File: src/tofp_pkg.sv
// Shared types and constants for the target offset frame parser.
// Depends on nothing; every other file in src refers to it by scoped names.
package tofp_pkg;

  // counter width for the good frame, error and byte counters
  localparam int CntBits  = 32;
  // register file address width, registers at byte address 4*index
  localparam int AddrBits = 5;

  // highest legal status code in a frame
  localparam logic [7:0] MaxStatus = 8'd3;

  // parser position within the eight byte frame
  typedef enum logic [2:0] {
    PhIdle,
    PhHdr2,
    PhStatus,
    PhXHigh,
    PhXLow,
    PhYHigh,
    PhYLow,
    PhSum
  } phase_e;

  // configuration register indexes
  typedef enum logic [2:0] {
    RegHeaderFirst,
    RegHeaderSecond,
    RegCenterX,
    RegCenterY,
    RegByteGapLimit,
    RegLinkTimeout
  } reg_idx_e;

  // reset values of the configuration registers
  localparam logic [7:0]  RstHeaderFirst  = 8'hAA;
  localparam logic [7:0]  RstHeaderSecond = 8'h55;
  localparam logic [15:0] RstCenterX      = 16'd160;
  localparam logic [15:0] RstCenterY      = 16'd120;
  localparam logic [15:0] RstByteGapLimit = 16'd50;
  localparam logic [15:0] RstLinkTimeout  = 16'd500;

  typedef struct packed {
    logic [7:0]  header_first;
    logic [7:0]  header_second;
    logic [15:0] center_x;
    logic [15:0] center_y;
    logic [15:0] byte_gap_limit;
    logic [15:0] link_timeout;
  } cfg_t;

  // one result item
  typedef struct packed {
    logic        frame_done;
    logic [1:0]  track_status;
    logic [15:0] offset_x;
    logic [15:0] offset_y;
    logic [15:0] pos_x;
    logic [15:0] pos_y;
    logic [31:0] good_frames;
    logic [31:0] stamp_ms;
    logic        link_ok;
    logic [31:0] sum_errors;
    logic [31:0] format_errors;
    logic [31:0] byte_total;
  } result_t;

endpackage

File: src/target_offset_frame_parser_top.sv
// Top level of the target offset frame parser.
// Depends on tofp_pkg, tofp_apb_regs, tofp_parser and tofp_out_buf.
//
// Takes one item per clock (a received byte or a millisecond tick) while input
// ready is high and gives exactly one result item per input item. All the
// per-item work is a single combinational pass from the parser state to a
// result register; a two-entry output buffer (output register plus skid)
// keeps input ready high while one result waits, so the sustained rate is
// one item per cycle whenever the consumer keeps up. Configuration registers
// sit on an APB-style port at byte address 4*index and should be written
// only while no result is outstanding.
module target_offset_frame_parser_top (
  input  logic                          clk_i,
  input  logic                          rst_ni,
  // configuration port
  input  logic                          psel,
  input  logic                          penable,
  input  logic                          pwrite,
  input  logic [tofp_pkg::AddrBits-1:0] paddr,
  input  logic [31:0]                   pwdata,
  output logic [31:0]                   prdata,
  output logic                          pready,
  // input items
  input  logic                          in_valid_i,
  output logic                          in_ready_o,
  input  logic                          mode_i,
  input  logic [7:0]                    data_byte_i,
  // result items
  output logic                          out_valid_o,
  input  logic                          out_ready_i,
  output logic                          frame_done_o,
  output logic [1:0]                    track_status_o,
  output logic signed [15:0]            offset_x_o,
  output logic signed [15:0]            offset_y_o,
  output logic signed [15:0]            pos_x_o,
  output logic signed [15:0]            pos_y_o,
  output logic [31:0]                   good_frames_o,
  output logic [31:0]                   stamp_ms_o,
  output logic                          link_ok_o,
  output logic [31:0]                   sum_errors_o,
  output logic [31:0]                   format_errors_o,
  output logic [31:0]                   byte_total_o
);

  tofp_pkg::cfg_t    cfg;
  tofp_pkg::result_t res_next;
  tofp_pkg::result_t res_out;
  logic              push;

  assign push = in_valid_i & in_ready_o;

  // configuration registers
  tofp_apb_regs u_regs (
    .clk_i   (clk_i),
    .rst_ni  (rst_ni),
    .psel    (psel),
    .penable (penable),
    .pwrite  (pwrite),
    .paddr   (paddr),
    .pwdata  (pwdata),
    .prdata  (prdata),
    .pready  (pready),
    .cfg_o   (cfg)
  );

  // frame parser and counters
  tofp_parser u_parser (
    .clk_i       (clk_i),
    .rst_ni      (rst_ni),
    .push_i      (push),
    .mode_i      (mode_i),
    .data_byte_i (data_byte_i),
    .cfg_i       (cfg),
    .res_o       (res_next)
  );

  // result register and skid
  tofp_out_buf u_out (
    .clk_i   (clk_i),
    .rst_ni  (rst_ni),
    .push_i  (push),
    .data_i  (res_next),
    .ready_o (in_ready_o),
    .valid_o (out_valid_o),
    .ready_i (out_ready_i),
    .data_o  (res_out)
  );

  // result fields to ports
  assign frame_done_o    = res_out.frame_done;
  assign track_status_o  = res_out.track_status;
  assign offset_x_o      = res_out.offset_x;
  assign offset_y_o      = res_out.offset_y;
  assign pos_x_o         = res_out.pos_x;
  assign pos_y_o         = res_out.pos_y;
  assign good_frames_o   = res_out.good_frames;
  assign stamp_ms_o      = res_out.stamp_ms;
  assign link_ok_o       = res_out.link_ok;
  assign sum_errors_o    = res_out.sum_errors;
  assign format_errors_o = res_out.format_errors;
  assign byte_total_o    = res_out.byte_total;

endmodule

File: src/tofp_apb_regs.sv
// APB-style configuration registers for the frame parser.
// Depends on tofp_pkg for the register indexes, reset values and cfg_t.
module tofp_apb_regs (
  input  logic                         clk_i,
  input  logic                         rst_ni,
  input  logic                         psel,
  input  logic                         penable,
  input  logic                         pwrite,
  input  logic [tofp_pkg::AddrBits-1:0] paddr,
  input  logic [31:0]                  pwdata,
  output logic [31:0]                  prdata,
  output logic                         pready,
  output tofp_pkg::cfg_t               cfg_o
);

  tofp_pkg::cfg_t   cfg_q, cfg_d;
  tofp_pkg::reg_idx_e idx;
  logic             wr_en;

  assign pready = 1'b1;
  assign idx    = tofp_pkg::reg_idx_e'(paddr[tofp_pkg::AddrBits-1:2]);
  assign wr_en  = psel & penable & pwrite;

  // register write decode
  always_comb begin
    cfg_d = cfg_q;
    if (wr_en) begin
      case (idx)
        tofp_pkg::RegHeaderFirst:  cfg_d.header_first   = pwdata[7:0];
        tofp_pkg::RegHeaderSecond: cfg_d.header_second  = pwdata[7:0];
        tofp_pkg::RegCenterX:      cfg_d.center_x       = pwdata[15:0];
        tofp_pkg::RegCenterY:      cfg_d.center_y       = pwdata[15:0];
        tofp_pkg::RegByteGapLimit: cfg_d.byte_gap_limit = pwdata[15:0];
        tofp_pkg::RegLinkTimeout:  cfg_d.link_timeout   = pwdata[15:0];
        default:                   cfg_d = cfg_q;
      endcase
    end
  end

  always_ff @(posedge clk_i or negedge rst_ni) begin
    if (!rst_ni) begin
      cfg_q.header_first   <= tofp_pkg::RstHeaderFirst;
      cfg_q.header_second  <= tofp_pkg::RstHeaderSecond;
      cfg_q.center_x       <= tofp_pkg::RstCenterX;
      cfg_q.center_y       <= tofp_pkg::RstCenterY;
      cfg_q.byte_gap_limit <= tofp_pkg::RstByteGapLimit;
      cfg_q.link_timeout   <= tofp_pkg::RstLinkTimeout;
    end else begin
      cfg_q <= cfg_d;
    end
  end

  // read mux
  always_comb begin
    case (idx)
      tofp_pkg::RegHeaderFirst:  prdata = {24'd0, cfg_q.header_first};
      tofp_pkg::RegHeaderSecond: prdata = {24'd0, cfg_q.header_second};
      tofp_pkg::RegCenterX:      prdata = {16'd0, cfg_q.center_x};
      tofp_pkg::RegCenterY:      prdata = {16'd0, cfg_q.center_y};
      tofp_pkg::RegByteGapLimit: prdata = {16'd0, cfg_q.byte_gap_limit};
      tofp_pkg::RegLinkTimeout:  prdata = {16'd0, cfg_q.link_timeout};
      default:                   prdata = 32'd0;
    endcase
  end

  assign cfg_o = cfg_q;

endmodule

File: src/tofp_parser.sv
// Frame parser state, millisecond clock, counters and link flag.
// Depends on tofp_pkg; builds the result item for each accepted input item.
module tofp_parser (
  input  logic              clk_i,
  input  logic              rst_ni,
  input  logic              push_i,
  input  logic              mode_i,
  input  logic [7:0]        data_byte_i,
  input  tofp_pkg::cfg_t    cfg_i,
  output tofp_pkg::result_t res_o
);

  tofp_pkg::phase_e phase_q, phase_d, cur_phase;
  logic [7:0]  held_status_q, held_status_d;
  logic [7:0]  held_xh_q, held_xh_d, held_xl_q, held_xl_d;
  logic [7:0]  held_yh_q, held_yh_d, held_yl_q, held_yl_d;
  logic [31:0] now_q, now_d, last_byte_q, last_byte_d, last_frame_q, last_frame_d;
  logic [1:0]  status_q, status_d;
  logic [15:0] off_x_q, off_x_d, off_y_q, off_y_d;
  logic [tofp_pkg::CntBits-1:0] good_q, good_d, sum_err_q, sum_err_d;
  logic [tofp_pkg::CntBits-1:0] fmt_err_q, fmt_err_d, byte_cnt_q, byte_cnt_d;
  logic        link_q, link_d;
  logic        done;
  logic        stale;
  logic [31:0] now_inc;
  logic [31:0] byte_gap, frame_gap;
  logic [7:0]  sum8;

  // time differences and running checksum of the held frame
  assign now_inc   = now_q + 32'd1;
  assign byte_gap  = now_q - last_byte_q;
  assign frame_gap = now_inc - last_frame_q;
  assign stale     = (phase_q != tofp_pkg::PhIdle) &&
                     (byte_gap > {16'd0, cfg_i.byte_gap_limit});
  assign cur_phase = stale ? tofp_pkg::PhIdle : phase_q;
  assign sum8      = cfg_i.header_first + cfg_i.header_second + held_status_q +
                     held_xh_q + held_xl_q + held_yh_q + held_yl_q;

  // next state for one item
  always_comb begin
    phase_d       = phase_q;
    held_status_d = held_status_q;
    held_xh_d     = held_xh_q;
    held_xl_d     = held_xl_q;
    held_yh_d     = held_yh_q;
    held_yl_d     = held_yl_q;
    now_d         = now_q;
    last_byte_d   = last_byte_q;
    last_frame_d  = last_frame_q;
    status_d      = status_q;
    off_x_d       = off_x_q;
    off_y_d       = off_y_q;
    good_d        = good_q;
    sum_err_d     = sum_err_q;
    fmt_err_d     = fmt_err_q;
    byte_cnt_d    = byte_cnt_q;
    link_d        = link_q;
    done          = 1'b0;
    if (push_i) begin
      if (mode_i) begin
        // millisecond tick
        now_d  = now_inc;
        link_d = (frame_gap > {16'd0, cfg_i.link_timeout}) ? 1'b0 : 1'b1;
      end else begin
        last_byte_d = now_q;
        byte_cnt_d  = byte_cnt_q + 1'b1;
        case (cur_phase)
          tofp_pkg::PhIdle: begin
            if (data_byte_i == cfg_i.header_first) begin
              phase_d = tofp_pkg::PhHdr2;
            end else begin
              phase_d = tofp_pkg::PhIdle;
            end
          end
          tofp_pkg::PhHdr2: begin
            if (data_byte_i == cfg_i.header_second) begin
              phase_d = tofp_pkg::PhStatus;
            end else if (data_byte_i != cfg_i.header_first) begin
              fmt_err_d = fmt_err_q + 1'b1;
              phase_d   = tofp_pkg::PhIdle;
            end else begin
              phase_d = tofp_pkg::PhHdr2;
            end
          end
          tofp_pkg::PhStatus: begin
            held_status_d = data_byte_i;
            phase_d       = tofp_pkg::PhXHigh;
          end
          tofp_pkg::PhXHigh: begin
            held_xh_d = data_byte_i;
            phase_d   = tofp_pkg::PhXLow;
          end
          tofp_pkg::PhXLow: begin
            held_xl_d = data_byte_i;
            phase_d   = tofp_pkg::PhYHigh;
          end
          tofp_pkg::PhYHigh: begin
            held_yh_d = data_byte_i;
            phase_d   = tofp_pkg::PhYLow;
          end
          tofp_pkg::PhYLow: begin
            held_yl_d = data_byte_i;
            phase_d   = tofp_pkg::PhSum;
          end
          default: begin
            // checksum byte closes the frame
            phase_d = tofp_pkg::PhIdle;
            if (sum8 != data_byte_i) begin
              sum_err_d = sum_err_q + 1'b1;
            end else if (held_status_q > tofp_pkg::MaxStatus) begin
              fmt_err_d = fmt_err_q + 1'b1;
            end else begin
              status_d     = held_status_q[1:0];
              off_x_d      = {held_xh_q, held_xl_q};
              off_y_d      = {held_yh_q, held_yl_q};
              good_d       = good_q + 1'b1;
              last_frame_d = now_q;
              link_d       = 1'b1;
              done         = 1'b1;
            end
          end
        endcase
      end
    end
  end

  // control and counter state
  always_ff @(posedge clk_i or negedge rst_ni) begin
    if (!rst_ni) begin
      phase_q      <= tofp_pkg::PhIdle;
      now_q        <= '0;
      last_byte_q  <= '0;
      last_frame_q <= '0;
      status_q     <= '0;
      off_x_q      <= '0;
      off_y_q      <= '0;
      good_q       <= '0;
      sum_err_q    <= '0;
      fmt_err_q    <= '0;
      byte_cnt_q   <= '0;
      link_q       <= 1'b1;
    end else begin
      phase_q      <= phase_d;
      now_q        <= now_d;
      last_byte_q  <= last_byte_d;
      last_frame_q <= last_frame_d;
      status_q     <= status_d;
      off_x_q      <= off_x_d;
      off_y_q      <= off_y_d;
      good_q       <= good_d;
      sum_err_q    <= sum_err_d;
      fmt_err_q    <= fmt_err_d;
      byte_cnt_q   <= byte_cnt_d;
      link_q       <= link_d;
    end
  end

  // held frame bytes, always written before the checksum byte reads them
  always_ff @(posedge clk_i) begin
    held_status_q <= held_status_d;
    held_xh_q     <= held_xh_d;
    held_xl_q     <= held_xl_d;
    held_yh_q     <= held_yh_d;
    held_yl_q     <= held_yl_d;
  end

  // result item reflects the state after this item
  always_comb begin
    res_o.frame_done    = done;
    res_o.track_status  = status_d;
    res_o.offset_x      = off_x_d;
    res_o.offset_y      = off_y_d;
    res_o.pos_x         = cfg_i.center_x + off_x_d;
    res_o.pos_y         = cfg_i.center_y + off_y_d;
    res_o.good_frames   = 32'(good_d);
    res_o.stamp_ms      = last_frame_d;
    res_o.link_ok       = link_d;
    res_o.sum_errors    = 32'(sum_err_d);
    res_o.format_errors = 32'(fmt_err_d);
    res_o.byte_total    = 32'(byte_cnt_d);
  end

`ifndef ASSERT_OFF
  a_done_only_on_byte: assert property (@(posedge clk_i) disable iff (!rst_ni)
    push_i && done |-> !mode_i)
    else $error("frame completed on a tick item");
  a_link_after_frame: assert property (@(posedge clk_i) disable iff (!rst_ni)
    push_i && done |=> link_q && (good_q == $past(good_q) + 1'b1))
    else $error("accepted frame did not set link and count");
  a_byte_count: assert property (@(posedge clk_i) disable iff (!rst_ni)
    push_i && !mode_i |=> byte_cnt_q == $past(byte_cnt_q) + 1'b1)
    else $error("byte counter did not advance");
`endif

endmodule

File: src/tofp_out_buf.sv
// Two-entry result buffer: output register plus skid register.
// Depends on tofp_pkg for result_t.
module tofp_out_buf (
  input  logic              clk_i,
  input  logic              rst_ni,
  input  logic              push_i,
  input  tofp_pkg::result_t data_i,
  output logic              ready_o,
  output logic              valid_o,
  input  logic              ready_i,
  output tofp_pkg::result_t data_o
);

  logic              out_valid_q, out_valid_d;
  logic              skid_valid_q, skid_valid_d;
  tofp_pkg::result_t out_data_q, out_data_d;
  tofp_pkg::result_t skid_data_q, skid_data_d;
  logic              drain;

  assign drain   = out_valid_q & ready_i;
  assign ready_o = ~skid_valid_q;

  // slot steering
  always_comb begin
    out_valid_d  = out_valid_q;
    skid_valid_d = skid_valid_q;
    out_data_d   = out_data_q;
    skid_data_d  = skid_data_q;
    if (skid_valid_q) begin
      if (drain) begin
        out_data_d   = skid_data_q;
        skid_valid_d = 1'b0;
      end
    end else if (push_i) begin
      if (!out_valid_q || drain) begin
        out_data_d  = data_i;
        out_valid_d = 1'b1;
      end else begin
        skid_data_d  = data_i;
        skid_valid_d = 1'b1;
      end
    end else if (drain) begin
      out_valid_d = 1'b0;
    end
  end

  always_ff @(posedge clk_i or negedge rst_ni) begin
    if (!rst_ni) begin
      out_valid_q  <= 1'b0;
      skid_valid_q <= 1'b0;
    end else begin
      out_valid_q  <= out_valid_d;
      skid_valid_q <= skid_valid_d;
    end
  end

  always_ff @(posedge clk_i) begin
    out_data_q  <= out_data_d;
    skid_data_q <= skid_data_d;
  end

  assign valid_o = out_valid_q;
  assign data_o  = out_data_q;

`ifndef ASSERT_OFF
  a_skid_implies_out: assert property (@(posedge clk_i) disable iff (!rst_ni)
    skid_valid_q |-> out_valid_q)
    else $error("skid entry without output entry");
  a_skid_fill_on_stall: assert property (@(posedge clk_i) disable iff (!rst_ni)
    push_i && out_valid_q && !ready_i |=> skid_valid_q)
    else $error("item pushed during stall was not parked");
  a_hold_on_stall: assert property (@(posedge clk_i) disable iff (!rst_ni)
    out_valid_q && !ready_i |=> out_valid_q && $stable(out_data_q))
    else $error("output item changed while stalled");
`endif

endmodule

File: config.mk
export PLATFORM = sky130hd
export DESIGN_NAME = target_offset_frame_parser_top
export DESIGN_NICKNAME = d
export VERILOG_FILES = /design/src/tofp_pkg.sv /design/src/target_offset_frame_parser_top.sv /design/src/tofp_apb_regs.sv /design/src/tofp_parser.sv /design/src/tofp_out_buf.sv
export SDC_FILE = /design/constraint.sdc
export NUM_CORES = 2
export LEC_CHECK = 0
export BUFFER_PORTS_ARGS = -buffer_cell sky130_fd_sc_hd__buf_2
export CAP_MARGIN = 0
export CORE_UTILIZATION = 40
export DETAILED_ROUTE_END_ITERATION = 7
export PLACE_DENSITY_LB_ADDON = 0.08
export SETUP_SLACK_MARGIN = 0.05
export SLEW_MARGIN = 5
export SYNTH_ARGS = -nofsm -noshare
export SYNTH_HDL_FRONTEND = slang
export SYNTH_HIERARCHICAL = 1
export SYNTH_SLANG_ARGS = --single-unit
export TNS_END_PERCENT = 5
File: constraint.sdc
create_clock -name clk_i -period 22.1 [get_ports clk_i]
set_input_delay 1.105 -clock clk_i [delete_from_list [all_inputs] [get_ports clk_i]]
set_output_delay 1.105 -clock clk_i [all_outputs]
set_load 0.05 [all_outputs]
==> impl_results.md <==
* Number of setup buffers added after CTS at 0
* Syn Area/Cell at about 13 um^2
* Switching power at 2.017 mW
* Post-synth EDFFs at ~500
* # hold bufs at CTS at 0
* Post-synth ARST share at between 40% and 50%
* CP startpoint kind: flop
* Routed vias at 25.58k
* ANT nets after route at 0
* XOR/XNOR share of the synthesized area at under 10%
* Remaining DRCs at 0
* First drt pass iteration count at 5
* Switching share of power at 36.54%
* Avg WL per Cell at slightly above 20 um
* Worst Skew at approximately 0.032 ns
* Port bufs at 280
* RSZ-0062 raised after global routing: false
* Vias in the first global route at 26.05k
* Cell mode on critical path: a21oi_1
* CP Class: flop to flop
* Post-CTS Resized at 0
* CTS tree: done
* Area Growth Syn to Fin at 13.81%
* DR iter-0 viols at approximately 1.7k
* Clk slew on worst S/H paths at 0.06 ns
* Post-synth top flop: edfxtp_1
* Seq/Total Area, Yosys at 56.68%
* Crit path largest cell delay at around 0.64 ns
* RD Place Congestion at 0.8737
* Power Dens Cells at 116.8 nW/um^2
* Initial antenna violation count at 12
* Layout fillers at 9,267
* Final setup vio count at 0
* Clock Tree Root: clkbuf_16
* CP arrival at 10.55 ns
* Post-DP HPWL at 71,270 um
* Clock power frac at 28.5%
* Fin crit share at between 40% and 50%
* Vias/cell at ~5.2
* Clock Path Buffers at 3
* CTS Buf Count at 94
* Mapped Cells at 3,186
* # rows at 117
* Simple-gate share of the synthesized area at slightly above 9%
* Hold Fails Final Rpt at 0
* Share of cells above drive strength 1 at between 20 and 25%
* Setup TNS at 0 ns
* Slowest cell on the critical path: buf_4
* F_max at 0.09878 GHz
* Synth Area in Compound Gates at 6.603%
* Area of the mapped netlist at slightly above 40,000 um^2
* # nets final at 3,682
* H-tree Lvls at 3
* Period minus WS final at 10.12 ns
* Outcome: complete, no violations
* # IOs at 316
* First-pass GRT wire length at 154,900 um
* Worst skew pair latency at roughly 0.7 ns
* CTS sink cnt at 840
* Die area at between 100,000 and 150,000 um^2
* Chip Height at 324.2 um
* Worst vdd ir at 0.07863 mV
* CP Max Fanout at 61
* Slew HR at 26.41%
* CP required at 22.53 ns
* Largest net degree at the start of global routing at 97
* Max-cap violations at 0
* CP Capture Type: flop
* Largest family of logic cells by synthesized area: multiplexers
* Comb power frac at 33.2%
* P_leak at 20.25 nW
* Worst Max-Slew Pin Slew at 1.102 ns
* GR Overflow Total at 0
* Core area at between 100,000 and 150,000 um^2
* Synth Area in Adders at 5.894%
* Cell Int Power at approximately 3.5 mW
* Sequential share of power at 38.3%
* Synth cell types at 87
* Die width at around 320 um
* Overall power at 5.520 mW
* Mux cell area share after synthesis at 12.15%
* Post-Route WL at 100,500 um
* Yosys warns at 6
* Fin. max-slew vios at 0
* Hold Crit Class: input port to async pin
* Total Routing Usage GR at a little under a fifth
* Starting Density at approximately two fifths
* Utilization after layout at a little under half
* Number of synthesized register bits at 840
-- sequential cells by signal, summed over array words and instances (netlist names), 2 cells and up --
register and flops:
u_parser/held_yh_q 8, u_parser/sum_err_q 32, u_parser/last_frame_q 32, u_parser/status_q 2, u_parser/held_xl_q 8, u_parser/held_xh_q 8
u_regs/cfg_o 80, u_parser/phase_q 3, u_parser/last_byte_q 32, u_parser/held_yl_q 8, u_parser/held_status_q 8, u_parser/good_q 32
u_out/skid_data_q 228, u_parser/now_q 32, u_parser/off_x_q 16, u_parser/byte_cnt_q 32, u_parser/off_y_q 16, u_parser/fmt_err_q 32
u_out/data_o 228
-- path summary, 6_finish.rpt --
kind                                        start                  endpoint  slack, ns  depth (start not counted)
setup / recovery                u_parser/now_q[0]         u_out/data_o[192]      11.98                         34
hold / removal                             rst_ni       u_parser/good_q[31]       0.45                          1
setup reg to reg                u_parser/now_q[0]         u_out/data_o[192]      11.98                         34
hold reg to reg            u_parser/sum_err_q[31]    u_parser/sum_err_q[31]       0.48                          1
max in group asynchronous                  rst_ni  u_parser/last_byte_q[13]      19.42                          3
min in group clk_i         u_parser/sum_err_q[31]    u_parser/sum_err_q[31]       0.48                          1
-- layout make-up --
cell class              instances  area, um^2  share of cell area [%]
diodes                          6       15.01                 0.03177
clock buffers                 125        2589                   5.478
clock inverters                52       533.0                   1.128
inverters                     183       686.9                   1.454
multi-input cells            2029       16550                   35.03
flip-flops and latches        840       23540                   49.81
well taps                    1368        1712                   3.622
repair buffers                307        1627                   3.442
-- layout by cell type, fill, tap and decap left out, drive strengths merged, types with 7 or more instances in the layout --
| cell | n |
|---|---|
| and4 | 10 |
| xnor2 | 183 |
| o211ai | 18 |
| nor2b | 20 |
| nand2b | 16 |
| and2 | 14 |
| a22oi | 11 |
| o21a | 19 |
| and3 | 64 |
| nand3 | 86 |
| conb | 17 |
| a21oi | 95 |
| xor2 | 89 |
| clkinv | 33 |
| nor4 | 39 |
| mux2 | 365 |
| a221oi | 11 |
| nand2 | 215 |
| nor2 | 134 |
| a31oi | 14 |
| bufinv | 8 |
| o22ai | 11 |
| o21bai | 18 |
| o21ai | 102 |
| inv | 189 |
| dfrtp | 320 |
| a41oi | 8 |
| dfstp | 24 |
| mux2i | 27 |
| a21o | 35 |
| edfxtp | 496 |
| nand4 | 69 |
| buf | 307 |
| ha | 138 |
| nor3 | 58 |
| fa | 36 |
| a2111oi | 7 |
| clkbuf | 125 |
-- routing by layer --
metal / GRT usage (%) / wire (um) / vias up / part of all wire (%)
met4: 6.771 / 2701 / 2 / 2.7
met2: 30.22 / 46540 / 573 / 46
li1: - / - / 12090 / -
met1: 26.66 / 46140 / 12770 / 46
met5: 0 / 13 / - / 0.013
met3: 3.231 / 5136 / 141 / 5.1
-- synth_stat cells, types with 7 or more instances --
cell,n,area share [%]
and4_1,10,0.21
nor2_1,132,1.2
o21a_1,19,0.34
xor2_1,89,1.9
clkbuf_1,76,0.69
nor3_1,56,0.68
edfxtp_1,496,36
o22ai_1,11,0.17
o211ai_1,18,0.33
a21o_1,35,0.63
a21oi_1,95,1.1
mux2i_1,27,0.65
a41oi_1,8,0.17
xnor2_1,183,3.9
nand3_1,86,1.0
nand2b_1,16,0.24
fa_1,36,1.7
ha_1,138,4.2
dfrtp_1,320,19
a221oi_1,10,0.21
a31oi_1,14,0.21
a2111oi_0,7,0.15
nor2b_1,20,0.30
buf_2,21,0.25
nand4_1,69,1.0
nand2_1,215,1.9
nor4_1,38,0.57
inv_1,183,1.7
o21bai_1,18,0.33
buf_6,21,0.57
dfstp_2,24,1.5
and2_1,14,0.21
o21ai_0,98,1.2
a22oi_1,10,0.18
mux2_4,177,6.4
buf_4,25,0.45
mux2_2,187,5.1
and3_1,64,0.96
-- stage by stage --
| stage | setup WS, ns | instance area (um^2) | hold slack, ns | std cells |
|---|---|---|---|---|
| 2_1_floorplan | 4.213 | 41580 | 0.4472 | 3201 |
| 3_3_place_gp | 12.18 | 44120 | 0.4650 | 4727 |
| 3_5_place_dp | 12.00 | 44120 | 0.4723 | 4727 |
| 4_1_cts | 11.95 | 47240 | 0.4577 | 4904 |
| 5_1_grt | 11.34 | 47240 | 0.4951 | 4906 |
| 6_report | 11.98 | 47250 | 0.4492 | 4910 |
-- kinds of logic after synthesis --
logic type | Yosys count
fa+ha+maj | 174
buf+inv | 332
flops | 840
other cells | 2
simple gates | 756
mux | 392
xor+xnor | 274
compound gates | 416
-- critical path, delay by kind of cell, from the launching register on --
family | cells | cell delay [ns]
AO/OA/AOI/OAI | 14 | 3.84
AND/OR/NAND/NOR | 10 | 2.15
adder cells (fa/ha/maj) | 4 | 1.24
buffers and inverters | 2 | 0.76
multiplexers | 2 | 0.75
XOR/XNOR | 2 | 0.57
flip-flops | 1 | 0.48
-- power by group through the flow --
stage | Combinational (mW) | Clock, mW | Sequential, mW
2_1_floorplan | 0.972 | 0 | 2.68
3_3_place_gp | 1.82 | 0 | 2.14
3_5_place_dp | 1.85 | 0 | 2.15
6_report | 1.83 | 1.57 | 2.11
5_1_grt | 1.97 | 1.69 | 2.14
4_1_cts | 1.86 | 1.62 | 2.12
(Power assumes the default switching activity.)
